## config.mk

```make
export PLATFORM = sky130hd
export DESIGN_NAME = pin_interrupt_line_allocator
export DESIGN_NICKNAME = d
export VERILOG_FILES = /design/src/rtl/pila_pkg.sv /design/src/rtl/pila_table.sv /design/src/rtl/pila_scan.sv /design/src/rtl/pin_interrupt_line_allocator.sv
export SDC_FILE = /design/constraint.sdc
export NUM_CORES = 1
export LEC_CHECK = 0
export ABC_AREA = 1
export ABC_CLOCK_PERIOD_IN_PS = 2100
export BUFFER_PORTS_ARGS = -buffer_cell sky130_fd_sc_hd__buf_4
export CAP_MARGIN = 10
export CORE_ASPECT_RATIO = 1.4
export CORE_MARGIN = 10
export CORE_UTILIZATION = 55
export DETAILED_ROUTE_END_ITERATION = 12
export PLACE_DENSITY = 0.75
export SLEW_MARGIN = 20
export SYNTH_ARGS = -nofsm -noshare
export SYNTH_HDL_FRONTEND = slang
export SYNTH_SLANG_ARGS = --single-unit
```

## constraint.sdc

```tcl
create_clock -name clk -period 2.1 [get_ports clk]
set_clock_uncertainty 0.2 [all_clocks]
set_input_delay 0.21 -clock clk [delete_from_list [all_inputs] [get_ports clk]]
set_output_delay 0.21 -clock clk [all_outputs]
set_load 0.01 [all_outputs]
```

## src/rtl/pila_pkg.sv

```systemverilog
// shared types and constants for the pin interrupt line allocator
package pila_pkg;

  localparam int PORT_W = 4;
  localparam int PIN_W  = 4;
  localparam int LINE_W = 4;
  localparam int MODE_W = 2;
  localparam int PIN_CNT = 16;

  typedef enum logic [2:0] {
    S_IDLE  = 3'b001,
    S_SCAN  = 3'b010,
    S_WRITE = 3'b100
  } scan_state_t;

  // one table entry as read back
  typedef struct packed {
    logic              used;
    logic [PORT_W-1:0] port;
    logic [PIN_W-1:0]  pin;
  } entry_t;

  // table write request
  typedef struct packed {
    logic              en;
    logic              used;
    logic [PORT_W-1:0] port;
    logic [PIN_W-1:0]  pin;
  } entry_wr_t;

endpackage

```

## src/rtl/pila_table.sv

```systemverilog
// line table: port/pin memory with registered read and flop used bits
module pila_table import pila_pkg::*; #(
  parameter int NUM_LINES = 16,
  parameter int IW        = 4
) (
  input  logic          clk,
  input  logic          rst,
  input  logic          rd_en,
  input  logic [IW-1:0] rd_addr,
  output entry_t        rd,
  input  entry_wr_t     wr,
  input  logic [IW-1:0] wr_addr
);

  logic [PORT_W+PIN_W-1:0] mem [NUM_LINES];
  logic [NUM_LINES-1:0]    used;
  logic [PORT_W+PIN_W-1:0] rd_data;
  logic                    rd_used;

  assign rd = {rd_used, rd_data};

  always_ff @(posedge clk) begin
    if (wr.en) begin
      mem[wr_addr] <= {wr.port, wr.pin};
    end
    if (rd_en) begin
      rd_data <= mem[rd_addr];
    end
  end

  // used bits clear at reset, so never-written entries read as free
  always_ff @(posedge clk) begin
    if (rst) begin
      used    <= '0;
      rd_used <= 1'b0;
    end else begin
      if (wr.en) begin
        used[wr_addr] <= wr.used;
      end
      if (rd_en) begin
        rd_used <= used[rd_addr];
      end
    end
  end

endmodule

```

## src/rtl/pila_scan.sv

```systemverilog
// sequencer: walks the group's lines through one compare unit, then writes back a found line
module pila_scan import pila_pkg::*; #(
  parameter int NUM_LINES       = 16,
  parameter int LINES_PER_GROUP = 4,
  parameter int IW              = 4,
  parameter int EW              = 6
) (
  input  logic              clk,
  input  logic              rst,
  input  logic              start,
  input  logic [PORT_W-1:0] req_port,
  input  logic [PIN_W-1:0]  req_pin,
  input  logic              req_enable,
  input  logic [MODE_W-1:0] req_mode,
  input  logic [EW-1:0]     base,
  output logic              busy,
  output logic              rd_en,
  output logic [IW-1:0]     rd_addr,
  input  entry_t            rd,
  output entry_wr_t         wr,
  output logic [IW-1:0]     wr_addr,
  output logic              out_valid,
  input  logic              out_stall,
  output logic              status,
  output logic [LINE_W-1:0] line,
  output logic              line_valid,
  output logic              rising_enable,
  output logic              falling_enable
);

  localparam int KW = $clog2(LINES_PER_GROUP + 1);

  scan_state_t       state;
  logic [PORT_W-1:0] port_q;
  logic [PIN_W-1:0]  pin_q;
  logic              enable_q;
  logic [MODE_W-1:0] mode_q;
  logic [EW-1:0]     base_q;
  logic [KW-1:0]     k;
  logic              pend;
  logic [EW-1:0]     pend_idx;
  logic              match_found;
  logic [EW-1:0]     match_idx;
  logic              free_found;
  logic [EW-1:0]     free_idx;

  logic [EW-1:0] idx;
  logic          issue_ok;
  logic          hit;
  logic          found;
  logic [EW-1:0] sel_idx;
  logic          leave;
  logic          rise;
  logic          fall;

  assign idx      = base_q + EW'(k);
  assign issue_ok = (k < KW'(LINES_PER_GROUP)) && (idx < EW'(NUM_LINES));
  assign hit      = rd.used && (rd.port == port_q) && (rd.pin == pin_q);
  assign found    = match_found || free_found;
  assign sel_idx  = match_found ? match_idx : free_idx;
  assign leave    = (state == S_WRITE) && (!out_valid || !out_stall);
  assign rise     = mode_q[0];
  assign fall     = mode_q[1];

  assign busy    = (state != S_IDLE);
  assign rd_en   = (state == S_SCAN) && issue_ok;
  assign rd_addr = idx[IW-1:0];

  always_comb begin
    wr.en   = leave && found;
    wr.used = enable_q;
    wr.port = enable_q ? port_q : '0;
    wr.pin  = enable_q ? pin_q : '0;
    wr_addr = sel_idx[IW-1:0];
  end

  always_ff @(posedge clk) begin
    if (rst) begin
      state       <= S_IDLE;
      out_valid   <= 1'b0;
      pend        <= 1'b0;
      match_found <= 1'b0;
      free_found  <= 1'b0;
    end else begin
      // a word taken in the same cycle as a new one is loaded stays valid
      if (out_valid && !out_stall && !leave) begin
        out_valid <= 1'b0;
      end
      unique case (state)
        S_IDLE: begin
          if (start) begin
            port_q      <= req_port;
            pin_q       <= req_pin;
            enable_q    <= req_enable;
            mode_q      <= req_mode;
            base_q      <= base;
            k           <= '0;
            pend        <= 1'b0;
            match_found <= 1'b0;
            free_found  <= 1'b0;
            state       <= S_SCAN;
          end
        end
        S_SCAN: begin
          pend     <= issue_ok;
          pend_idx <= idx;
          if (issue_ok) begin
            k <= k + KW'(1);
          end
          // read data comes back in the cycle after its address is issued
          if (pend) begin
            if (hit && !match_found) begin
              match_found <= 1'b1;
              match_idx   <= pend_idx;
            end
            if (!rd.used && !free_found) begin
              free_found <= 1'b1;
              free_idx   <= pend_idx;
            end
          end
          if (!issue_ok && !pend) begin
            state <= S_WRITE;
          end
        end
        S_WRITE: begin
          if (leave) begin
            out_valid      <= 1'b1;
            status         <= !found && enable_q;
            line           <= found ? sel_idx[LINE_W-1:0] : '0;
            line_valid     <= found;
            // full group on enable reports no edges
            rising_enable  <= rise && (found || !enable_q);
            falling_enable <= fall && (found || !enable_q);
            state          <= S_IDLE;
          end
        end
        default: begin
          state <= S_IDLE;
        end
      endcase
    end
  end

endmodule

```

## src/rtl/pin_interrupt_line_allocator.sv

```systemverilog
// one word at a time: in_stall stays high until the result is loaded
// into the output register; the group scan does one table read per cycle
// reset (rst, synchronous): all lines unused, no result pending
module pin_interrupt_line_allocator import pila_pkg::*; #(
  parameter int NUM_LINES       = 16,
  parameter int LINES_PER_GROUP = 4
) (
  input  logic              clk,
  input  logic              rst,
  input  logic              in_valid,
  output logic              in_stall,
  input  logic [PORT_W-1:0] port,
  input  logic [PIN_W-1:0]  pin,
  input  logic              enable,
  input  logic [MODE_W-1:0] edge_mode,
  output logic              out_valid,
  input  logic              out_stall,
  output logic              status,
  output logic [LINE_W-1:0] line,
  output logic              line_valid,
  output logic              rising_enable,
  output logic              falling_enable
);

  localparam int IW = $clog2(NUM_LINES);
  localparam int EW = $clog2(NUM_LINES + PIN_CNT + LINES_PER_GROUP);

  logic [EW-1:0] base_tab [PIN_CNT];
  logic          busy;
  logic          rd_en;
  logic [IW-1:0] rd_addr;
  entry_t        rd;
  entry_wr_t     wr;
  logic [IW-1:0] wr_addr;

  // first line of each pin's group, fixed at elaboration
  for (genvar p = 0; p < PIN_CNT; p++) begin : g_base
    assign base_tab[p] = EW'((p / LINES_PER_GROUP) * LINES_PER_GROUP);
  end

  assign in_stall = busy;

  pila_scan #(
    .NUM_LINES       (NUM_LINES),
    .LINES_PER_GROUP (LINES_PER_GROUP),
    .IW              (IW),
    .EW              (EW)
  ) u_scan (
    .clk            (clk),
    .rst            (rst),
    .start          (in_valid && !busy),
    .req_port       (port),
    .req_pin        (pin),
    .req_enable     (enable),
    .req_mode       (edge_mode),
    .base           (base_tab[pin]),
    .busy           (busy),
    .rd_en          (rd_en),
    .rd_addr        (rd_addr),
    .rd             (rd),
    .wr             (wr),
    .wr_addr        (wr_addr),
    .out_valid      (out_valid),
    .out_stall      (out_stall),
    .status         (status),
    .line           (line),
    .line_valid     (line_valid),
    .rising_enable  (rising_enable),
    .falling_enable (falling_enable)
  );

  pila_table #(
    .NUM_LINES (NUM_LINES),
    .IW        (IW)
  ) u_table (
    .clk     (clk),
    .rst     (rst),
    .rd_en   (rd_en),
    .rd_addr (rd_addr),
    .rd      (rd),
    .wr      (wr),
    .wr_addr (wr_addr)
  );

endmodule

```

==> results by group, run 1 <==
Worst setup path
  – Required time worst endpoint: 2.08 ns
  – Kind of critical path: register to register
  – Crit path capture type: register
  – Startpoint of the most critical setup path: u_scan.pin_q[2]
  – Element type at the critical path start: register
  – Launching point of the worst reg2reg path: u_scan.pin_q[2]
  – Worst Reg2Reg Path Length in Cells: 6
  – Worst-path maximum fanout: 19
  – Arrival time reported for the critical path endpoint: 2.02 ns

Placement
  – Final GP Congestion: 0.9441
  – HPWL after DPL: 11980 µm
  – Cell count after placement: 906
  – Placed standard-cell area: 0.008438 mm²
  – Post-placement worst setup slack: -0.06335 ns
  – Port-buffer cells: 24

CTS
  – TritonCTS clock tree: built
  – Clock latency of the later-clocked register in the worst-skew pair: 0.43 ns
  – Clk buf depth: 2
  – Clk sinks: 194
  – Clock slew at the register clock pins of the worst setup and hold paths: 0.07 ns
  – Root buffer selected by CTS: sky130_fd_sc_hd__clkbuf_16
  – Deepest level of the CTS H-tree: 4
  – Clock buffer count from CTS: 17

Yosys
  – Top cells by area, synth: sky130_fd_sc_hd__edfxtp_1 65%, sky130_fd_sc_hd__nor2_1 6.8%, sky130_fd_sc_hd__dfxtp_1 6.1%, sky130_fd_sc_hd__o21ai_0 4.9%, sky130_fd_sc_hd__nand2_1 4.5%
  – Most common library cells after synthesis: 170 x sky130_fd_sc_hd__edfxtp_1, 143 x sky130_fd_sc_hd__nor2_1, 94 x sky130_fd_sc_hd__nand2_1
  – Number of warnings issued by yosys: 0
  – Share of the synthesized area in the top cell type: 64.59%
  – Number of cells produced by synthesis: 703
  – Synthesized netlist net count: 721
  – #FFs+latches synth: 194
  – Average instance area after synthesis: 11.24 µm²
  – Netlist area before placement: 0.007904 mm²
  – Synth unique cells: 32
  – Most instantiated flip-flop cell in the synthesis netlist: sky130_fd_sc_hd__edfxtp_1
  – Async set-reset flop share out of synthesis: 0%
  – Count leader, synth: sky130_fd_sc_hd__edfxtp_1
  – Post-synthesis cell type with the largest combined area: sky130_fd_sc_hd__edfxtp_1
  – Seq/Total Area, Yosys: 70.67%
  – Number of enable flip-flop cells after synthesis: 170

Global routing
  – Remaining global-route overflow: 0
  – Pin count of the biggest net entering global routing: 40
  – Global routing usage summed across all routing layers: 18.85%
  – Antenna violations before repair: 0
  – First-pass GRT wire length: 28910 µm
  – Number of global-route vias before repair: 5487

Outcome
  – Run status: finished clean

Detailed routing
  – Remaining number of nets flagged by the antenna check after routing: 0
  – Average routed wire per standard cell: 19.13 µm
  – Via count: 5509
  – Drt first pass iters: 5
  – Detailed-route wire length: 18210 µm
  – Post-route DRC: 0
  – DR vias/cell: 5.787
  – Number of DRC violations after detailed-routing iteration 0: 599

Final layout
  – Final instance area: 0.009230 mm²
  – Layout area overhead: 16.78%
  – Number of fill cells: 983
  – Layout net count: 772
  – Post-route non-filler standard cell count: 952
  – Utilization of the core after routing: 66.05%
  – Total inserted antenna cells: 0
  – Fraction of final layout cells sized beyond drive strength 1: 14.73%

Worst hold path
  – Hold Path Depth: 5
  – Type of the worst min-delay path: primary input to register
  – Worst min-delay path startpoint: out_stall

Floorplan
  – Initial core utilization: 56.56%
  – Die Footprint: 0.01963 mm²
  – Die Ht: 161.8 µm
  – Rows: 51
  – Num ports: 25
  – Die X: 121.3 µm
  – Core region area: 0.01397 mm²

Power
  – Share of total power in combinational logic: 6.3%
  – Share of power burned in the clock network: 40.6%
  – Net switching share of the total power: 22.49%
  – Total power density per cell area: 865.0 mW/mm²
  – Reported net switching power: 1.796 mW
  – Worst supply voltage drop on vdd: 0.6247 mV
  – Internal power: 6.188 mW
  – Part of the power in registers: 53.1%
  – Leakage: 3.338 nW

STA
  – Highest Clock Rate: 489.6 MHz
  – Unrepaired setup endpoints after global routing: true
  – Max-slew violation count: 0
  – Transition at the pin with the smallest max-transition slack: 0.6425 ns
  – Fin worst setup slack: 0.05767 ns
  – Hold violation total from the final report: 0
  – Setup TNS: 0 ns
  – Slew Limit Headroom: 57.12%
  – Min Tclk post-route: 2.042 ns
  – Share of the clock period used by the worst path after layout: 97.25%
  – Setup violations, final: 0

Run
  – Max cap viols: 0
registers in the layout (all words and copies together), names as in the netlist, 4 cells and up:
signal / count
u_scan.pend_idx: 4
u_table.used: 16
u_scan.line: 4
u_table.rd_data: 8
u_scan.match_idx: 4
u_scan.free_idx: 4
u_scan.port_q: 4
u_table.mem: 128
layout by cell type, fill, tap and decap left out, types with 2 or more instances in the layout:
master / instances
sky130_fd_sc_hd__nor2_2: 6
sky130_fd_sc_hd__o21ai_2: 3
sky130_fd_sc_hd__inv_6: 3
sky130_fd_sc_hd__o211ai_1: 27
sky130_fd_sc_hd__nor3_1: 4
sky130_fd_sc_hd__bufinv_16: 2
sky130_fd_sc_hd__inv_1: 44
sky130_fd_sc_hd__inv_8: 4
sky130_fd_sc_hd__clkbuf_16: 17
sky130_fd_sc_hd__o22ai_1: 2
sky130_fd_sc_hd__nand3_1: 33
sky130_fd_sc_hd__buf_12: 5
sky130_fd_sc_hd__nand2_2: 2
sky130_fd_sc_hd__o221ai_1: 5
sky130_fd_sc_hd__buf_4: 44
sky130_fd_sc_hd__inv_2: 4
sky130_fd_sc_hd__xor2_1: 3
sky130_fd_sc_hd__dlygate4sd3_1: 13
sky130_fd_sc_hd__nor2_1: 141
sky130_fd_sc_hd__xnor2_1: 2
sky130_fd_sc_hd__nand2_1: 93
sky130_fd_sc_hd__edfxtp_1: 170
sky130_fd_sc_hd__o21ai_0: 74
sky130_fd_sc_hd__a21oi_1: 2
sky130_fd_sc_hd__o21ai_1: 7
sky130_fd_sc_hd__clkinvlp_4: 14
sky130_fd_sc_hd__dfxtp_1: 23
sky130_fd_sc_hd__clkinv_1: 5
sky130_fd_sc_hd__ha_1: 3
metal layers:
layer	vias up	track usage, %	wire length (µm)
met5	-	0	0
met1	2716	22.65	7031
met3	53	3.539	1115
li1	2525	-	-
met4	0	10.22	709
met2	215	31.20	9357
critical path, stage by stage (launching register included):
cell and delay (ns):
sky130_fd_sc_hd__edfxtp_1 0.44, sky130_fd_sc_hd__ha_1 0.35, sky130_fd_sc_hd__buf_4 0.30, sky130_fd_sc_hd__o211ai_1 0.14, sky130_fd_sc_hd__buf_4 0.16, sky130_fd_sc_hd__nand3_1 0.13
sky130_fd_sc_hd__nand2_1 0.07
repair_timing:
action	4_1_cts	5_1_grt
hold endpoints to repair	19	0
buffers inserted	0	0
cloned	0	1
hold buffers	13	0
gates resized for setup	4	19
endpoints found under the setup margin	40	145
layout make-up:
type	instances	area (µm²)	area share, %
clock buffers	17	425.4	4.609
clock inverters	15	171.4	1.857
inverters	64	284.0	3.077
multi-input cells	414	1966	21.30
flip-flops and latches	194	5587	60.53
well taps	185	231.5	2.508
repair buffers	62	560.5	6.073
repair inverters	1	5.005	0.05422
kinds of logic after synthesis:
family | count (synthesis) | synth area share (%)
adder cells (fa/ha/maj) | 3 | 0.4750
flip-flops | 194 | 70.67
AO/OA/AOI/OAI | 121 | 8.912
buffers and inverters | 95 | 4.686
AND/OR/NAND/NOR | 285 | 14.71
XOR/XNOR | 5 | 0.5542
power by group through the flow:
| stage | logic, mW | clock network [mW] | registers (mW) |
|---|---|---|---|
| finish | 0.506 | 3.24 | 4.24 |
| global route | 0.555 | 3.45 | 4.24 |
| CTS | 0.502 | 3.28 | 4.23 |
| detailed placement | 0.477 | 0 | 4.32 |
| global placement | 0.464 | 0 | 4.32 |
| floorplan | 0.282 | 0 | 4.31 |
worst paths after layout:
path	slack, ns	end
max	0.06	u_table.rd_data[1]
min	0.08	u_scan.out_valid
max reg2reg	0.06	u_table.rd_data[1]
min reg2reg	0.25	u_scan.free_idx[0]
metrics by stage:
stage          power (mW)  hold slack, ns
2_1_floorplan       4.593          0.1089
3_3_place_gp        4.783          0.1879
3_5_place_dp        4.797          0.1900
4_1_cts             8.011         0.06440
5_1_grt             8.237          0.1259
6_report            7.984         0.07600
(Power assumes the default switching activity.)
==> run 2: changes to the inputs <==
--- a/config.mk
+++ b/config.mk
@@ -9,11 +9,13 @@
 export ABC_CLOCK_PERIOD_IN_PS = 2100
 export BUFFER_PORTS_ARGS = -buffer_cell sky130_fd_sc_hd__buf_4
 export CAP_MARGIN = 10
+export CELL_PAD_IN_SITES_DETAIL_PLACEMENT = 0
+export CELL_PAD_IN_SITES_GLOBAL_PLACEMENT = 2
 export CORE_ASPECT_RATIO = 1.4
 export CORE_MARGIN = 10
-export CORE_UTILIZATION = 55
+export CORE_UTILIZATION = 38
 export DETAILED_ROUTE_END_ITERATION = 12
-export PLACE_DENSITY = 0.75
+export PLACE_DENSITY_LB_ADDON = 0.1
 export SLEW_MARGIN = 20
 export SYNTH_ARGS = -nofsm -noshare
 export SYNTH_HDL_FRONTEND = slang
==> run 2 against run 1 <==
Against the previous run: setup slack gained 0.019 ns; final cell count grew 8.8%; first-iteration DRC count shrank 58%; critical path depth shrank 1; clock power shrank 6.5%; largest power group unchanged.
==> results by group, run 2 (synthesis results as in run 1) <==
CTS
  – Clk buf depth: 2 (unchanged)
  – Clock buffer count from CTS: 17 (unchanged)
  – Root buffer selected by CTS: sky130_fd_sc_hd__clkbuf_16
  – Setup repair bufs after CTS: 0 (unchanged)
  – Clock slew at the register clock pins of the worst setup and hold paths: 0.07 ns (about the same)
  – Clk sinks: 194 (unchanged)
  – TritonCTS clock tree: built
  – Deepest level of the CTS H-tree: 4 (unchanged)
  – Clock latency of the later-clocked register in the worst-skew pair: 0.43 ns (about the same)

Final layout
  – Total inserted antenna cells: 0 (unchanged)
  – Number of flip-flops under the largest register name: 128 (unchanged)
  – Utilization of the core after routing: 45.81% (-20 points)
  – Most frequent cells in the layout: 170 x sky130_fd_sc_hd__edfxtp_1, 142 x sky130_fd_sc_hd__nor2_1, 94 x sky130_fd_sc_hd__nand2_1, 76 x sky130_fd_sc_hd__o21ai_0, 56 x sky130_fd_sc_hd__buf_4
  – Largest regs: u_table.mem (128), u_table.used (16), u_table.rd_data (8)
  – Register with the most flip-flops: u_table.mem
  – Most common cell after layout, fill and taps aside: sky130_fd_sc_hd__edfxtp_1
  – Final instance area: 0.009382 mm² (+1.6%)
  – Post-route non-filler standard cell count: 1036 (+8.8%)
  – Layout net count: 785 (+1.7%)
  – Fraction of final layout cells sized beyond drive strength 1: 15.51% (+0.78 points)
  – Layout area overhead: 18.70%

Outcome
  – Run status: finished clean

STA
  – Setup TNS: 0 ns (unchanged)
  – Transition at the pin with the smallest max-transition slack: 0.5123 ns (-0.1302 ns)
  – Share of the clock period used by the worst path after layout: 96.36% (-0.89 points)
  – Min Tclk post-route: 2.024 ns (-0.01871 ns)
  – Fin Hold WS: 0.03363 ns (-0.04237 ns)
  – Highest Clock Rate: 494.2 MHz (+0.92%)
  – Slew Limit Headroom: 65.84% (+8.7 points)
  – Setup violations, final: 0 (unchanged)
  – Unrepaired setup endpoints after global routing: true
  – Max-slew violation count: 0 (unchanged)
  – Hold violation total from the final report: 0 (unchanged)
  – Fin worst setup slack: 0.07639 ns (+0.01871 ns)

Worst setup path
  – CP dominant cell by count: sky130_fd_sc_hd__nand2_1
  – Critical path's slowest cell: sky130_fd_sc_hd__edfxtp_1
  – Element type at the critical path start: register
  – Buffering stage count on the worst path with inverters included: 1 (-1)
  – Cell family contributing the most delay on the critical path: simple AND/OR/NAND/NOR gates
  – Kind of critical path: register to register
  – Arrival time reported for the critical path endpoint: 1.95 ns (-0.07 ns)
  – Delay of the slowest critical-path stage: 0.38 ns (-0.06 ns)
  – Stages on worst setup path: 5 (-1)
  – Worst-path maximum fanout: 8 (-11)
  – Required time worst endpoint: 2.03 ns (-0.05 ns)
  – Worst Reg2Reg Path Length in Cells: 5 (-1)
  – Crit path capture type: register
  – Critical path cell sequence: o21ai_0 > nand2_1 > nor2_2 > nand2_1 > inv_2

Global routing
  – Number of global-route vias before repair: 5250 (-4.3%)
  – Global routing usage summed across all routing layers: 15.44% (-3.4 points)
  – First-pass GRT wire length: 31190 µm (+7.9%)
  – Pin count of the biggest net entering global routing: 43 (+7.5%)
  – Remaining global-route overflow: 0 (unchanged)
  – Antenna violations before repair: 0 (unchanged)

Power
  – Share of power burned in the clock network: 38.8% (-1.8 points)
  – Worst supply voltage drop on vdd: 0.5204 mV (-17%)
  – Net switching share of the total power: 23.58% (+1.1 points)
  – Share of total power in combinational logic: 7.0% (+0.7 points)
  – Leakage: 3.398 nW (+1.8%)
  – Overall power consumption: 7.805 mW (-2.2%)
  – Part of the power in registers: 54.2% (+1.1 points)
  – Total power density per cell area: 832.0 mW/mm² (-3.8%)
  – Reported net switching power: 1.840 mW (+2.5%)
  – Internal power: 5.965 mW (-3.6%)

Floorplan
  – Die X: 141.9 µm (+17%)
  – Num ports: 25 (unchanged)
  – Die Ht: 190.6 µm (+18%)
  – Core region area: 0.02048 mm² (+47%)
  – Die Footprint: 0.02705 mm² (+38%)
  – Rows: 62 (+22%)
  – Initial core utilization: 38.59% (-18 points)

Placement
  – Cell count after placement: 991 (+9.4%)
  – HPWL after DPL: 14040 µm (+17%)
  – Final GP Congestion: 0.7799 (-17%)
  – Port-buffer cells: 24 (unchanged)
  – Post-placement worst setup slack: -0.03985 ns (+0.02349 ns)
  – Placed standard-cell area: 0.008657 mm² (+2.6%)

Worst hold path
  – Hold Path Depth: 5 (unchanged)
  – Type of the worst min-delay path: primary input to register

Detailed routing
  – DR vias/cell: 5.037 (-13%)
  – Post-route DRC: 0 (unchanged)
  – Average routed wire per standard cell: 19.60 µm (+2.5%)
  – Number of DRC violations after detailed-routing iteration 0: 249 (-58%)
  – Drt first pass iters: 5 (unchanged)
  – Remaining number of nets flagged by the antenna check after routing: 0 (unchanged)
  – Detailed-route wire length: 20310 µm (+11%)
  – Via count: 5218 (-5.3%)

Run
  – Max cap viols: 0 (unchanged)
run 2: power by group through the flow:
stage | Sequential [mW] | Combinational (mW) | Clock [mW]
floorplan | 4.31 | 0.282 | 0
global placement | 4.32 | 0.540 | 0
detailed placement | 4.32 | 0.542 | 0
CTS | 4.23 | 0.563 | 3.10
global route | 4.23 | 0.609 | 3.25
finish | 4.23 | 0.547 | 3.03
run 2: cell type report:
type                       count  area, µm²
sequential                   194       5585
tap                          256      320.3
multi-input combinational    414       1956
clock buffer                  17      425.4
clock inverter                15      120.1
inverter                      64      284.0
timing repair buffer          76      690.7
fill                        1922      11100
run 2: repair_timing:
action | 4_1_cts | 5_1_grt
gates cloned | 0 | 0
endpoints found under the setup margin | 8 | 96
hold endpoints to repair | 17 | 0
hold buffers | 13 | 0
resized for setup | 1 | 15
run 2: final timing paths:
check | from | endpoint | slack, ns
worst min-delay path | out_stall | u_scan.out_valid | 0.03
worst max-delay path | u_scan.free_idx[0] | u_table.mem[10][3] | 0.08
worst min register to register | u_scan.pend_idx[1] | u_scan.free_idx[1] | 0.25
worst max register to register | u_scan.free_idx[0] | u_table.mem[10][3] | 0.08
run 2: routing by layer:
| layer | share of wire [%] | routed length [µm] | track usage, % |
|---|---|---|---|
| met5 | 0 | 0 | 0 |
| met3 | 2.3 | 459 | 2.667 |
| met1 | 41 | 8376 | 17.68 |
| met2 | 54 | 10990 | 27.95 |
| met4 | 2.4 | 485 | 5.713 |
run 2: tightest hold or removal path, cell delays in order:
cell                      delay [ns]
sky130_fd_sc_hd__buf_4          0.07
sky130_fd_sc_hd__nand2_1        0.13
sky130_fd_sc_hd__inv_1          0.11
sky130_fd_sc_hd__nor2_1         0.05
sky130_fd_sc_hd__nor2_1         0.07
